### src/sv/gat_pkg.sv
// gat_pkg: sizes, operation and status codes, and the command/status structs
// shared by the graph adjacency table controller and datapath
// no dependencies
`timescale 1ns / 1ps

package gat_pkg;

	// table dimensions
	localparam int MAX_VERTICES         = 16;
	localparam int MAX_EDGES_PER_VERTEX = 16;

	// field widths
	localparam int OP_W = 2;
	localparam int ID_W = 16;
	localparam int WT_W = 16;
	localparam int ST_W = 3;

	// derived widths
	localparam int SLOT_W     = (MAX_VERTICES > 1) ? $clog2(MAX_VERTICES) : 1;
	localparam int EIDX_W     = (MAX_EDGES_PER_VERTEX > 1) ? $clog2(MAX_EDGES_PER_VERTEX) : 1;
	localparam int CNT_W      = $clog2(MAX_EDGES_PER_VERTEX + 1);
	localparam int EDGE_DEPTH = MAX_VERTICES * MAX_EDGES_PER_VERTEX;
	localparam int EDGE_AW    = (EDGE_DEPTH > 1) ? $clog2(EDGE_DEPTH) : 1;

	// operation codes
	typedef enum logic [OP_W-1:0] {
		OP_ADD_VERTEX = 2'd0,
		OP_DEL_VERTEX = 2'd1,
		OP_ADD_EDGE   = 2'd2
	} op_t;

	// result status codes
	typedef enum logic [ST_W-1:0] {
		ST_ADDED       = 3'd0,
		ST_EXISTS      = 3'd1,
		ST_DELETED     = 3'd2,
		ST_NOT_FOUND   = 3'd3,
		ST_EDGE_ADDED  = 3'd4,
		ST_EDGE_EXISTS = 3'd5,
		ST_INVALID     = 3'd6,
		ST_FULL        = 3'd7
	} status_t;

	// commands from controller to datapath
	typedef struct packed {
		logic load;      // capture the incoming word, clear search state
		logic slot_rd;   // issue a slot id read and step the slot index
		logic list_rd;   // issue an edge list read and step the list index
		logic slot_add;  // claim the first free slot for the new id
		logic slot_del;  // free the matched slot and its list
		logic edge_wr1;  // append to the origin list
		logic edge_wr2;  // append to the destination list
	} dp_cmd_t;

	// status from datapath to controller
	typedef struct packed {
		logic [OP_W-1:0] op;
		logic            found_a;
		logic            found_b;
		logic            free_found;
		logic            slot_last;
		logic            list_empty;
		logic            list_last;
		logic            list_hit;
		logic            room_ok;
	} dp_stat_t;

endpackage

### src/sv/gat_ctrl.sv
// gat_ctrl: operation sequencer, issues datapath commands and holds the result word
// depends on gat_pkg
`timescale 1ns / 1ps

module gat_ctrl
	import gat_pkg::*;
(
	input  logic            clk,
	input  logic            arst_n,
	input  logic            req_valid,
	output logic            req_ready,
	output logic            rsp_valid,
	input  logic            rsp_ready,
	output logic [ST_W-1:0] status,
	input  dp_stat_t        stat,
	output dp_cmd_t         cmd
);

	typedef enum logic [3:0] {
		S_IDLE,
		S_SLOT_SCAN,
		S_SLOT_DRAIN,
		S_DECIDE,
		S_LIST_SCAN,
		S_LIST_DRAIN,
		S_EDGE_CHECK,
		S_EDGE_WR2,
		S_RESULT
	} state_t;

	state_t          state_q;
	state_t          state_d;
	status_t         st_q;
	status_t         st_d;
	logic            rsp_valid_q;
	logic [ST_W-1:0] status_q;
	logic            out_free;

	assign out_free  = !rsp_valid_q || rsp_ready;
	assign req_ready = (state_q == S_IDLE);
	assign rsp_valid = rsp_valid_q;
	assign status    = status_q;

	// next state and commands
	always_comb begin
		state_d = state_q;
		st_d    = st_q;
		cmd     = '0;
		case (state_q)
			S_IDLE: begin
				if (req_valid) begin
					cmd.load = 1'b1;
					state_d  = S_SLOT_SCAN;
				end
			end
			S_SLOT_SCAN: begin
				cmd.slot_rd = 1'b1;
				if (stat.slot_last) begin
					state_d = S_SLOT_DRAIN;
				end
			end
			S_SLOT_DRAIN: begin
				state_d = S_DECIDE;
			end
			S_DECIDE: begin
				state_d = S_RESULT;
				case (stat.op)
					OP_ADD_VERTEX: begin
						if (stat.found_a) begin
							st_d = ST_EXISTS;
						end else if (stat.free_found) begin
							cmd.slot_add = 1'b1;
							st_d         = ST_ADDED;
						end else begin
							st_d = ST_FULL;
						end
					end
					OP_DEL_VERTEX: begin
						if (stat.found_a) begin
							cmd.slot_del = 1'b1;
							st_d         = ST_DELETED;
						end else begin
							st_d = ST_NOT_FOUND;
						end
					end
					OP_ADD_EDGE: begin
						if (!(stat.found_a && stat.found_b)) begin
							st_d = ST_INVALID;
						end else if (stat.list_empty) begin
							state_d = S_EDGE_CHECK;
						end else begin
							state_d = S_LIST_SCAN;
						end
					end
					default: begin
						st_d = ST_INVALID;
					end
				endcase
			end
			S_LIST_SCAN: begin
				cmd.list_rd = 1'b1;
				if (stat.list_last) begin
					state_d = S_LIST_DRAIN;
				end
			end
			S_LIST_DRAIN: begin
				state_d = S_EDGE_CHECK;
			end
			S_EDGE_CHECK: begin
				if (stat.list_hit) begin
					st_d    = ST_EDGE_EXISTS;
					state_d = S_RESULT;
				end else if (!stat.room_ok) begin
					st_d    = ST_FULL;
					state_d = S_RESULT;
				end else begin
					cmd.edge_wr1 = 1'b1;
					state_d      = S_EDGE_WR2;
				end
			end
			S_EDGE_WR2: begin
				cmd.edge_wr2 = 1'b1;
				st_d         = ST_EDGE_ADDED;
				state_d      = S_RESULT;
			end
			S_RESULT: begin
				if (out_free) begin
					state_d = S_IDLE;
				end
			end
			default: begin
				state_d = S_IDLE;
			end
		endcase
	end

	// state and result register
	always_ff @(posedge clk or negedge arst_n) begin
		if (!arst_n) begin
			state_q     <= S_IDLE;
			st_q        <= ST_ADDED;
			rsp_valid_q <= 1'b0;
			status_q    <= '0;
		end else begin
			state_q <= state_d;
			st_q    <= st_d;
			if (rsp_valid_q && rsp_ready) begin
				rsp_valid_q <= 1'b0;
			end
			if (state_q == S_RESULT && out_free) begin
				rsp_valid_q <= 1'b1;
				status_q    <= st_q;
			end
		end
	end

endmodule

### config.mk
export PLATFORM = sky130hd
export DESIGN_NAME = gat_ctrl
export DESIGN_NICKNAME = d
export VERILOG_FILES = /design/src/sv/gat_pkg.sv /design/src/sv/gat_ctrl.sv
export SDC_FILE = /design/constraint.sdc
export NUM_CORES = 1
export LEC_CHECK = 0
export BUFFER_PORTS_ARGS = -buffer_cell sky130_fd_sc_hd__buf_2
export CORE_MARGIN = 8
export CORE_UTILIZATION = 41
export DETAILED_ROUTE_END_ITERATION = 8
export GPL_TIMING_DRIVEN = 0
export PLACE_DENSITY = 0.76
export SYNTH_ARGS = -nofsm -noshare
export SYNTH_HDL_FRONTEND = slang
export SYNTH_SLANG_ARGS = --single-unit
export TNS_END_PERCENT = 20
### constraint.sdc
create_clock -name clk -period 1.75 [get_ports clk]
set_clock_uncertainty 0.15 [all_clocks]
set_input_delay 0.0875 -clock clk [delete_from_list [all_inputs] [get_ports clk]]
set_output_delay 0.0875 -clock clk [all_outputs]
set_load 0.05 [all_outputs]
==> results of run 1 <==
## layout make-up
class,count,area share [%]
plain buffers,4,3.462
clock buffers,4,2.692
inverters,1,0.3846
multi-input cells,52,41.92
flip-flops and latches,11,28.21
well taps,16,2.051
repair buffers,31,21.28
## synthesized netlist by cell type
master,number
dfrtp_1,11
nor2_1,8
nand2_1,4
nor3_1,4
a21oi_1,3
mux2_2,3
mux2_4,3
nand2b_1,3
o31ai_1,3
buf_2,2
nand3_1,2
nand3b_1,2
nor4_1,2
o21ai_0,2
a31oi_1,1
a32oi_1,1
and2_1,1
buf_6,1
clkbuf_1,1
inv_1,1
mux2i_1,1
nand2b_4,1
nand4_1,1
nand4b_1,1
nor4b_1,1
o21bai_1,1
or2b_1,1
or3_1,1
or3b_2,1
or4b_4,1
## through the flow
step,power (W),instances
6_report,0.001536,119
5_1_grt,0.001648,119
4_1_cts,0.001516,118
3_5_place_dp,0.001298,109
3_3_place_gp,0.001282,109
2_1_floorplan,0.001122,68
## worst min path at each step
stage              start         end  depth (start not counted)
2_1_floorplan     arst_n   rsp_valid                          0
3_3_place_gp      arst_n  state_q[3]                          1
3_5_place_dp      arst_n  state_q[3]                          1
4_1_cts        rsp_ready   rsp_valid                          3
5_1_grt        rsp_ready   rsp_valid                          3
6_report       rsp_ready   rsp_valid                          3
## power groups by stage
stage | Clock [W] | Combinational [W] | Sequential (W)
6_report | 0.000163 | 0.000950 | 0.000423
3_3_place_gp | 0 | 0.000855 | 0.000427
5_1_grt | 0.000185 | 0.00103 | 0.000438
3_5_place_dp | 0 | 0.000865 | 0.000433
2_1_floorplan | 0 | 0.000553 | 0.000569
4_1_cts | 0.000172 | 0.000919 | 0.000424
## per-layer routing
| metal | part of all wire [%] | vias to the layer above |
|---|---|---|
| li1 | - | 316 |
| met1 | 45 | 296 |
| met2 | 44 | 26 |
| met3 | 8.8 | 2 |
| met4 | 1.9 | 0 |
| met5 | 0 | - |
## sequential cells by signal, summed over array words and instances, names as in the netlist
name	flops
st_q	3
state_q	4
status	3
rsp_valid	1
## worst max-delay path, cell delays in order, from the launching register on
cell and delay [ns]:
dfrtp_1 0.34, buf_6 0.14, or4b_4 0.48, nand2b_4 0.18
mux2_4 0.29
## kinds of logic (layout without fill, tap and decap cells)
family                 count (synthesis)  in the layout  synth area share [%]
AOI/OAI and AO/OA                     11             11                 10.55
buffers and inverters                  5             40                 4.330
DFF                                   11             11                 41.43
muxes                                  7              7                 13.37
and+or+nand+nor                       34             34                 30.32
## cells in the final DEF (no fill, tap or decap), types with 2 or more instances in the layout
master / n
nand2_1: 4
dfrtp_1: 11
a21oi_1: 2
nor2_1: 8
nand3b_1: 2
buf_4: 7
clkbuf_4: 4
mux2_4: 3
nor3_2: 3
nand2b_1: 3
buf_6: 5
nand3_1: 2
buf_2: 19
o21ai_0: 2
mux2_2: 3
dlygate4sd3_1: 3
o31ai_1: 3
## what timing repair did
| item | CTS | global route |
|---|---|---|
| endpoints found under the hold margin | 13 | 0 |
| setup endpoints to repair | 7 | 13 |
| setup buffers | 2 | 1 |
| hold buffers | 3 | 0 |
| pin swaps | 1 | 3 |
| resized for setup | 8 | 10 |
| cloned | 0 | 0 |
==> summary.md, run 1 <==
| Metric | Value |
|---|---|
| Result of the run | `finished, final reports clean` |
| Category of the most critical setup path | `flip-flop to flip-flop` |
| Total length of routed wires | `1571 um` |
| Worst endpoint data arrival time | `1.70 ns` |
| Die outline area | `3165 sq um` |
| CP startpoint | `state_q[3]` |
| Htree depth | `1` |
| Vias in the first global route | `656` |
| Worst setup margin | `0.04617 ns` |
| Diode insertion count for antenna repair | `0` |
| Maximum number of pins on one net before global-route repair | `12` |
| Total area of multi-input combinational cells | `409.1 sq um` |
| Register Area | `275.3 sq um` |
| Synth-to-layout area growth | `46.89%` |
| CTS tree | `yes` |
| Tightest slew margin relative to the limit | `82.98%` |
| Starting utilization of the core area | `44.10%` |
| Num CTS Buffers | `3` |
| Reg-to-Reg Start | `state_q[3]` |
| Slew @ Worst Pin | `0.2532 ns` |
| Switching power | `0.0007155 W` |
| Number of DRC violations after detailed-routing iteration 0 | `6` |
| Dpl cell area | `852.1 sq um` |
| Clock power share | `10.6%` |
| Via density per instance | `5.378` |
| Library cell with the largest summed area after synthesis | `dfrtp_1` |
| Die outline height | `56.26 um` |
| Fin crit share | `97.36%` |
| First-pass GRT wire length | `2691 um` |
| Sort of element at the start of the critical path | `flip-flop` |
| Top cells by area, synth | `dfrtp_1 (41%), mux2_4 (6.8%), mux2_2 (5.1%)` |
| Clock root buffer | `clkbuf_4` |
| Total grt overflow | `0` |
| Cells on worst reg2reg path | `4` |
| Met3 Track Usage GR | `3.371%` |
| Synth Cell Area | `664.4 sq um` |
| Final setup TNS | `0 ns` |
| Total number of nets in the final design | `118` |
| Dpl ws | `0.01710 ns` |
| Post-Synthesis Cells | `68` |
| Portion of synthesized cell area occupied by the leading cell type | `41.43%` |
| Average detailed-routed wire length per instance | `13.20 um` |
| Mean post-synth cell area | `9.770 sq um` |
| Final GP Congestion | `0.8070` |
| Final hold violations | `0` |
| Max Clock Freq | `586.9 MHz` |
| Fin. max-slew vios | `0` |
| Clock Sinks | `11` |
| Internal power | `0.0008202 W` |
| Core region area | `1506 sq um` |
| Worst hold path class | `primary input to flip-flop` |
| Peak fanout along the critical path | `10` |
| Power density relative to cell area | `1574 nW/um^2` |
| #FFs+latches synth | `11` |
| Synthesis warning total | `0` |
| Post-route cell area | `975.9 sq um` |
| Final number of setup-violating endpoints | `0` |
| Clock period minus final worst setup slack | `1.704 ns` |
| Antenna violations before repair | `0` |
| Crit. End Element | `flip-flop` |
| Clk buf depth | `2` |
| Post-route DRC violation count | `0` |
| Count of vias placed by the detailed router | `640` |
| Flop2flop setup slack | `0.05 ns` |
| I/O Buffers | `25` |
| Termination of the worst setup path | `status[0]` |
| Endpoint required time on the critical path | `1.74 ns` |
| Post-synthesis cell type count | `30` |
| Met1 capacity usage during global routing | `12.35%` |
| Cell row count | `14` |
| Setup repair after global routing missed its margin | `true` |
| Worst ir drop on vdd | `1034 uV` |
| Layout filler cell count | `135` |
| IO Count | `26` |
| Estimated wirelength of the detail-placed design | `1158 um` |
| Pre-antenna DRT Iters | `4` |
| Worst hold slack after final layout | `0.02219 ns` |
| Post-synthesis net count | `82` |
| Utilization after layout | `64.78%` |
| Share of total power in combinational logic | `61.8%` |
| Worst reg2reg path endpoint | `status[0]` |
| Antenna-violating nets left | `0` |
| Die Wd | `56.26 um` |
| Switching Fraction | `46.59%` |
| Part of the Yosys area used for sequential elements | `41.43%` |
| Sequential group share of total power | `27.6%` |
| Fraction of layout instances using a drive strength above 1 | `50.49%` |
| Clk Latency, worst-skew pair | `0.26 ns` |
| Max-cap violation count | `0` |
| GRT Max-Usage Layer | `met2` |
| Standby leakage power | `0.4563 nW` |
| Met2 Track Usage GR | `14.26%` |
| Total global routing track utilization | `10.22%` |
| Clock edge transition at the registers on the reported setup and hold paths | `0.06 ns` |
Note: power is estimated with default switching activity, not from simulation.
==> run 2: changes to the inputs <==
CTS_CLUSTER_DIAMETER = 120   (was unset)
RECOVER_POWER = 25   (was unset)
==> run 2 against run 1 <==
Compared with the run above:
- non-clock buffer count unchanged
- maximum frequency about the same
- total power about the same
- first-iteration DRC count unchanged
- cell count unchanged
- clock-buffer cell count unchanged
==> summary.md, run 2 (synthesis gave the netlist of run 1 again) <==
| Metric | Value |
|---|---|
| Category of cells accounting for the largest share of critical-path delay | `simple AND/OR/NAND/NOR gates` |
| Starting utilization of the core area | `44.10% (unchanged)` |
| Count of vias placed by the detailed router | `640 (unchanged)` |
| IO Count | `26 (unchanged)` |
| Diode insertion count for antenna repair | `0 (unchanged)` |
| Antenna violations before repair | `0 (unchanged)` |
| Die outline height | `56.26 um (unchanged)` |
| I/O Buffers | `25 (unchanged)` |
| Most common library cell in the layout ignoring fill and taps | `buf_2` |
| GRT Max-Usage Layer | `met2` |
| Die outline area | `3165 sq um (unchanged)` |
| Clk Latency, worst-skew pair | `0.26 ns (about the same)` |
| Total number of nets in the final design | `118 (unchanged)` |
| Maximum number of pins on one net before global-route repair | `12 (unchanged)` |
| Clk buf depth | `2 (unchanged)` |
| Total grt overflow | `0 (unchanged)` |
| Tightest slew margin relative to the limit | `61.93% (-21 points)` |
| Most flop-heavy register | `state_q` |
| Num CTS Buffers | `3 (unchanged)` |
| Crit. End Element | `flip-flop` |
| Antenna-violating nets left | `0 (unchanged)` |
| Clock root buffer | `clkbuf_4` |
| Die Wd | `56.26 um (unchanged)` |
| Worst hold slack after final layout | `0.02279 ns (+0.0005948 ns)` |
| Number of flip-flops under the largest register name | `4 (unchanged)` |
| Highest-count cells in the layout ignoring fill and taps | `buf_2 (18), dfrtp_1 (11), nor2_1 (8)` |
| Peak fanout along the critical path | `10 (unchanged)` |
| Clock edge transition at the registers on the reported setup and hold paths | `0.06 ns (about the same)` |
| Met1 capacity usage during global routing | `12.35% (unchanged)` |
| Dpl ws | `0.01710 ns (unchanged)` |
| Layout filler cell count | `136 (+0.74%)` |
| Average detailed-routed wire length per instance | `13.21 um (about the same)` |
| Library cell contributing the largest single delay on the critical path | `or4b_4` |
| Max-cap violation count | `0 (unchanged)` |
| Vias in the first global route | `656 (unchanged)` |
| Standby leakage power | `0.4536 nW (-0.60%)` |
| Clock Sinks | `11 (unchanged)` |
| Worst setup margin | `0.04523 ns (-0.0009448 ns)` |
| Slew @ Worst Pin | `0.5711 ns (+0.3179 ns)` |
| Fin. max-slew vios | `0 (unchanged)` |
| Final number of setup-violating endpoints | `0 (unchanged)` |
| Met2 Track Usage GR | `14.26% (unchanged)` |
| Delay of the slowest critical-path stage | `0.48 ns (about the same)` |
| Total global routing track utilization | `10.22% (unchanged)` |
| Endpoint required time on the critical path | `1.74 ns (about the same)` |
| Cell row count | `14 (unchanged)` |
| Sort of element at the start of the critical path | `flip-flop` |
| Worst endpoint data arrival time | `1.70 ns (about the same)` |
| CP bufs+invs | `1 (unchanged)` |
| Pre-antenna DRT Iters | `4 (unchanged)` |
| Worst hold path class | `primary input to flip-flop` |
| First-pass GRT wire length | `2691 um (unchanged)` |
| Setup repair after global routing missed its margin | `true` |
| CTS tree | `yes` |
| Fraction of layout instances using a drive strength above 1 | `49.51% (-0.97 points)` |
| Final GP Congestion | `0.8070 (unchanged)` |
| Category of the most critical setup path | `flip-flop to flip-flop` |
| Clock period minus final worst setup slack | `1.705 ns (+0.0009448 ns)` |
| Via density per instance | `5.378 (unchanged)` |
| Number of DRC violations after detailed-routing iteration 0 | `6 (unchanged)` |
| Synth-to-layout area growth | `46.70%` |
| Estimated wirelength of the detail-placed design | `1158 um (unchanged)` |
| Htree depth | `1 (unchanged)` |
| Met3 Track Usage GR | `3.371% (unchanged)` |
| Max Clock Freq | `586.6 MHz (about the same)` |
| Fin crit share | `97.42% (about the same)` |
| Total length of routed wires | `1572 um (about the same)` |
| Worst ir drop on vdd | `1033 uV (about the same)` |
| Result of the run | `finished, final reports clean` |
| Post-route DRC violation count | `0 (unchanged)` |
| Final hold violations | `0 (unchanged)` |
| Crit-path cells | `buf_6 > or4b_4 > nand2b_4 > mux2_4` |
| Core region area | `1506 sq um (unchanged)` |
| Power density relative to cell area | `1575 nW/um^2 (+0.11%)` |
==> run 2: cell types whose count changed in the layout (fill, tap and decap cells not counted) <==
cell / delta
clkbuf_1: +1
buf_2: -1
==> run 2: tightest hold or removal path, delay by kind of cell <==
| kind | cells | cell delay, ns |
|---|---|---|
| AND/OR/NAND/NOR | 2 | 0.24 |
| buffers and inverters | 1 | 0.07 |
==> run 2: stage by stage <==
stage               instances  area (sq um)  power [W]  setup TNS, ns  utilization (%)
finish                    119         974.7   0.001535              0            64.70
global route              119         974.7   0.001648        -0.1195            64.70
CTS                       118         942.2   0.001516              0            62.54
detailed placement        109         852.1   0.001298              0            56.56
global placement          109         852.1   0.001282              0            56.56
floorplan                  68         706.9   0.001122         -1.063                -
==> run 2: where the power goes <==
part	total [W]	internal, W	switching [W]
clock	0.000163	0.0000880	0.0000746
sequential	0.000423	0.000362	0.0000616
combinational	0.000950	0.000370	0.000579
==> run 2: cell type report <==
class	count	area (sq um)	share of cell area [%]
clock buffer	4	26.28	2.696
inverter	1	3.754	0.3851
multi-input combinational	52	409.1	41.98
buffer	4	33.78	3.466
timing repair buffer	31	206.4	21.18
sequential	11	275.3	28.24
tap	16	20.02	2.054
==> run 2: final timing paths <==
kind | slack (ns) | cells after the start | end | start
setup / recovery | 0.05 | 4 | status[0] | state_q[3]
hold / removal | 0.02 | 3 | rsp_valid | rsp_ready
setup reg to reg | 0.05 | 4 | status[0] | state_q[3]
hold reg to reg | 0.35 | 1 | status[1] | status[1]
max in group asynchronous | 0.90 | 2 | st_q[1] | arst_n
min in group asynchronous | 0.18 | 2 | rsp_valid | arst_n
==> run 2: repair_timing <==
action / 4_1_cts / 5_1_grt
endpoints found under the hold margin: 13 / 0
setup endpoints to repair: 7 / 13
hold buffers: 3 / 0
pin swaps: 1 / 3
resized for setup: 8 / 10
setup buffers: 2 / 1
==> run 2: routing by layer <==
layer	part of all wire (%)	vias up
li1	-	316
met1	45	296
met5	0	-
met4	1.9	0
met2	44	26
met3	8.8	2
==> run 3: changes to the inputs <==
ABC_AREA = 1   (was unset)
CORE_UTILIZATION = 44   (was 41)
PLACE_DENSITY = 0.78   (was 0.76)
==> run 3 against run 2 <==
Compared with the run above:
- critical path depth did not move
- first-iteration DRC count rose to 3.2 times the previous value
- clock-buffer cell count did not move
- utilization fell by 5.1 points
- total power fell by 0.46%
- highest routed layer is now met3
- critical path type is now flip-flop to primary output
==> summary.md, run 3 <==
| Metric | Value |
|---|---|
| Synth-to-layout area growth | `29.42%` |
| I/O Buffers | `25 (unchanged)` |
| Cell row count | `15 (+1)` |
| Most flop-heavy register | `state_q` |
| Synthesis warning total | `0 (unchanged)` |
| Library cell contributing the largest single delay on the critical path | `dfrtp_1` |
| Worst ir drop on vdd | `785.2 uV (-24%)` |
| Worst reg2reg path endpoint | `state_q[0]` |
| Antenna-violating nets left | `0 (unchanged)` |
| Clock root buffer | `clkbuf_4` |
| CP bufs+invs | `1 (unchanged)` |
| Flop2flop setup slack | `0.38 ns (+0.33 ns)` |
| Fraction of layout instances using a drive strength above 1 | `32.89% (-17 points)` |
| First-pass GRT wire length | `3312 um (+23%)` |
| Die outline height | `58.06 um (+3.2%)` |
| Average detailed-routed wire length per instance | `10.58 um (-20%)` |
| Mean post-synth cell area | `6.540 sq um (-33%)` |
| Clk Latency, worst-skew pair | `0.25 ns (about the same)` |
| Reg-to-Reg Start | `state_q[3]` |
| Total area of multi-input combinational cells | `420.4 sq um (+2.8%)` |
| Max Clock Freq | `593.3 MHz (+1.1%)` |
| Ys async rst share | `100.0% (unchanged)` |
| Final GP Congestion | `0.7939 (-1.6%)` |
| Clk buf depth | `2 (unchanged)` |
| Slew @ Worst Pin | `0.5540 ns (-0.01705 ns)` |
| Register Area | `277.8 sq um (+0.91%)` |
| Number of DRC violations after detailed-routing iteration 0 | `19 (+13)` |
| Clock period minus final worst setup slack | `1.685 ns (-0.01933 ns)` |
| Total global routing track utilization | `11.66% (+1.4 points)` |
| Total number of nets in the final design | `167 (+42%)` |
| Worst endpoint data arrival time | `1.45 ns (-0.25 ns)` |
| Final number of setup-violating endpoints | `0 (unchanged)` |
| Number of enable-type register cells in the synthesized netlist | `0 (unchanged)` |
| Highest-count cells in the layout ignoring fill and taps | `nand2_1 (35), buf_2 (20), inv_1 (18)` |
| Most used flip-flop cell after synthesis | `dfrtp_1` |
| Setup repair after global routing missed its margin | `true` |
| Number of flip-flops under the largest register name | `4 (unchanged)` |
| Antenna violations before repair | `0 (unchanged)` |
| Worst hold slack after final layout | `0.03279 ns (+0.01000 ns)` |
| Count of vias placed by the detailed router | `803 (+25%)` |
| Library cell with the largest summed area after synthesis | `dfrtp_1` |
| Layout filler cell count | `177 (+30%)` |
| Starting utilization of the core area | `46.07% (+2.0 points)` |
| Tightest slew margin relative to the limit | `63.07% (+1.1 points)` |
| Top cells by area, synth | `dfrtp_1 (35%), nand2_1 (17%), inv_1 (9.6%)` |
| Worst hold path endpoint | `state_q[1]` |
| Category of the most critical setup path | `flip-flop to primary output` |
| Clock edge transition at the registers on the reported setup and hold paths | `0.07 ns (about the same)` |
| Most numerous cell types in the synthesized netlist | `nand2_1 (36), inv_1 (20), nor2_1 (15)` |
| Die Wd | `58.06 um (+3.2%)` |
| Fin crit share | `96.31% (-1.1 points)` |
| WHS Path Cells | `5 (+2)` |
| Diode insertion count for antenna repair | `0 (unchanged)` |
| Clock Sinks | `11 (unchanged)` |
| Post-synthesis cell type count | `13 (-57%)` |
| #FFs+latches synth | `11 (unchanged)` |
| Standby leakage power | `0.6083 nW (+34%)` |
| Most frequent CP cell | `nor2_1` |
| Crit-path cells | `nor2_1 > nand2_1 > nor2_1 > buf_2` |
| Post-Synthesis Cells | `119 (+75%)` |
| Sort of element at the start of the critical path | `flip-flop` |
| Portion of synthesized cell area occupied by the leading cell type | `35.37% (-6.1 points)` |
| Total length of routed wires | `1788 um (+14%)` |
| Post-synthesis net count | `133 (+62%)` |
| Non-filler instance count after layout | `169 (+42%)` |
| Power density relative to cell area | `1517 nW/um^2 (-3.7%)` |
| CTS tree | `yes` |
| Total grt overflow | `0 (unchanged)` |
| Total instance count after detailed placement | `161 (+48%)` |
| Cells on worst reg2reg path | `6 (+2)` |
| Hold Startpoint | `stat[3]` |
| Via density per instance | `4.751 (-12%)` |
| Pre-antenna DRT Iters | `4 (unchanged)` |
| Endpoint required time on the critical path | `1.51 ns (-0.23 ns)` |
| Maximum number of pins on one net before global-route repair | `12 (unchanged)` |
| Part of the Yosys area used for sequential elements | `35.37% (-6.1 points)` |
| Synth Cell Area | `778.2 sq um (+17%)` |
| Result of the run | `finished, final reports clean` |
| Estimated wirelength of the detail-placed design | `1434 um (+24%)` |
| Vias in the first global route | `826 (+26%)` |
| Crit. End Element | `primary output` |
| Die outline area | `3370 sq um (+6.5%)` |
| Category of cells accounting for the largest share of critical-path delay | `simple AND/OR/NAND/NOR gates` |
| Htree depth | `1 (unchanged)` |
| Delay of the slowest critical-path stage | `0.45 ns (-0.03 ns)` |
| Core region area | `1689 sq um (+12%)` |
| Cell with the most instances after synthesis | `nand2_1` |
| Fin. max-slew vios | `0 (unchanged)` |
| Max-cap violation count | `0 (unchanged)` |
| IO Count | `26 (unchanged)` |
| Most common library cell in the layout ignoring fill and taps | `nand2_1` |
| Final hold violations | `0 (unchanged)` |
| Post-route DRC violation count | `0 (unchanged)` |
| Num CTS Buffers | `3 (unchanged)` |
| Worst hold path class | `primary input to flip-flop` |
| Peak fanout along the critical path | `4 (-6)` |
-- run 3: final cells by class --
type,instances,share of cell area [%]
Clock buffer,4,2.609
Inverter,24,8.944
Multi-Input combinational cell,84,41.74
Sequential cell,11,27.58
Tap cell,17,2.112
Timing Repair Buffer,29,17.02
-- run 3: power by group --
part | switching [W] | internal (W) | total [W]
Clock | 0.0000770 | 0.0000879 | 0.000165
Combinational | 0.000634 | 0.000253 | 0.000887
Sequential | 0.000114 | 0.000362 | 0.000476
-- run 3: cells by family (layout without fill, tap and decap cells) --
logic type / count (synthesis) / after routing / share of synthesized area, %
flops: 11 / 11 / 35.37
compound gates: 3 / 3 / 1.929
simple gates: 81 / 81 / 51.12
buf+inv: 24 / 57 / 11.57
-- run 3: worst max-delay path by stage --
stage,cells past startpoint,from,endpoint
finish,4,state_q[3],cmd[6]
global route,4,state_q[3],cmd[0]
CTS,5,state_q[1],cmd[1]
detailed placement,6,state_q[3],cmd[3]
global placement,6,state_q[3],cmd[3]
floorplan,5,state_q[2],cmd[2]
-- run 3: repair_timing --
item                       4_1_cts  5_1_grt
hold endpoints to repair        13        0
hold buffers                     3        0
setup endpoints to repair        2        5
resized for setup                2        8
gates cloned                     0        0
setup buffers                    1        0
-- run 3: stage by stage --
stage | util, % | total power [W] | setup TNS [ns] | worst slack, ns | cell area, sq um
6_report | 59.63 | 0.001528 | 0 | 0.06456 | 1007
5_1_grt | 59.63 | 0.001659 | -0.03990 | -0.01820 | 1007
4_1_cts | 58.81 | 0.001515 | 0 | 0.002293 | 993.5
3_5_place_dp | 54.74 | 0.001331 | 0 | 0.2306 | 924.6
3_3_place_gp | 54.74 | 0.001303 | 0 | 0.2599 | 924.6
2_1_floorplan | - | 0.001134 | -0.2032 | -0.1016 | 778.2
-- run 3: worst min-delay path, stage by stage --
cell and delay [ns]:
buf_2 0.07, inv_1 0.03, nor2_1 0.09, nor2_1 0.06, nor2_2 0.07
-- run 3: metal layers --
metal  wire (um)  global-route usage (%)  up-vias
met5           0                       0        -
met4           0                   3.147        0
met3         106                   2.428        0
met2         876                   21.18       20
met1         805                   13.32      352
li1            -                       -      431
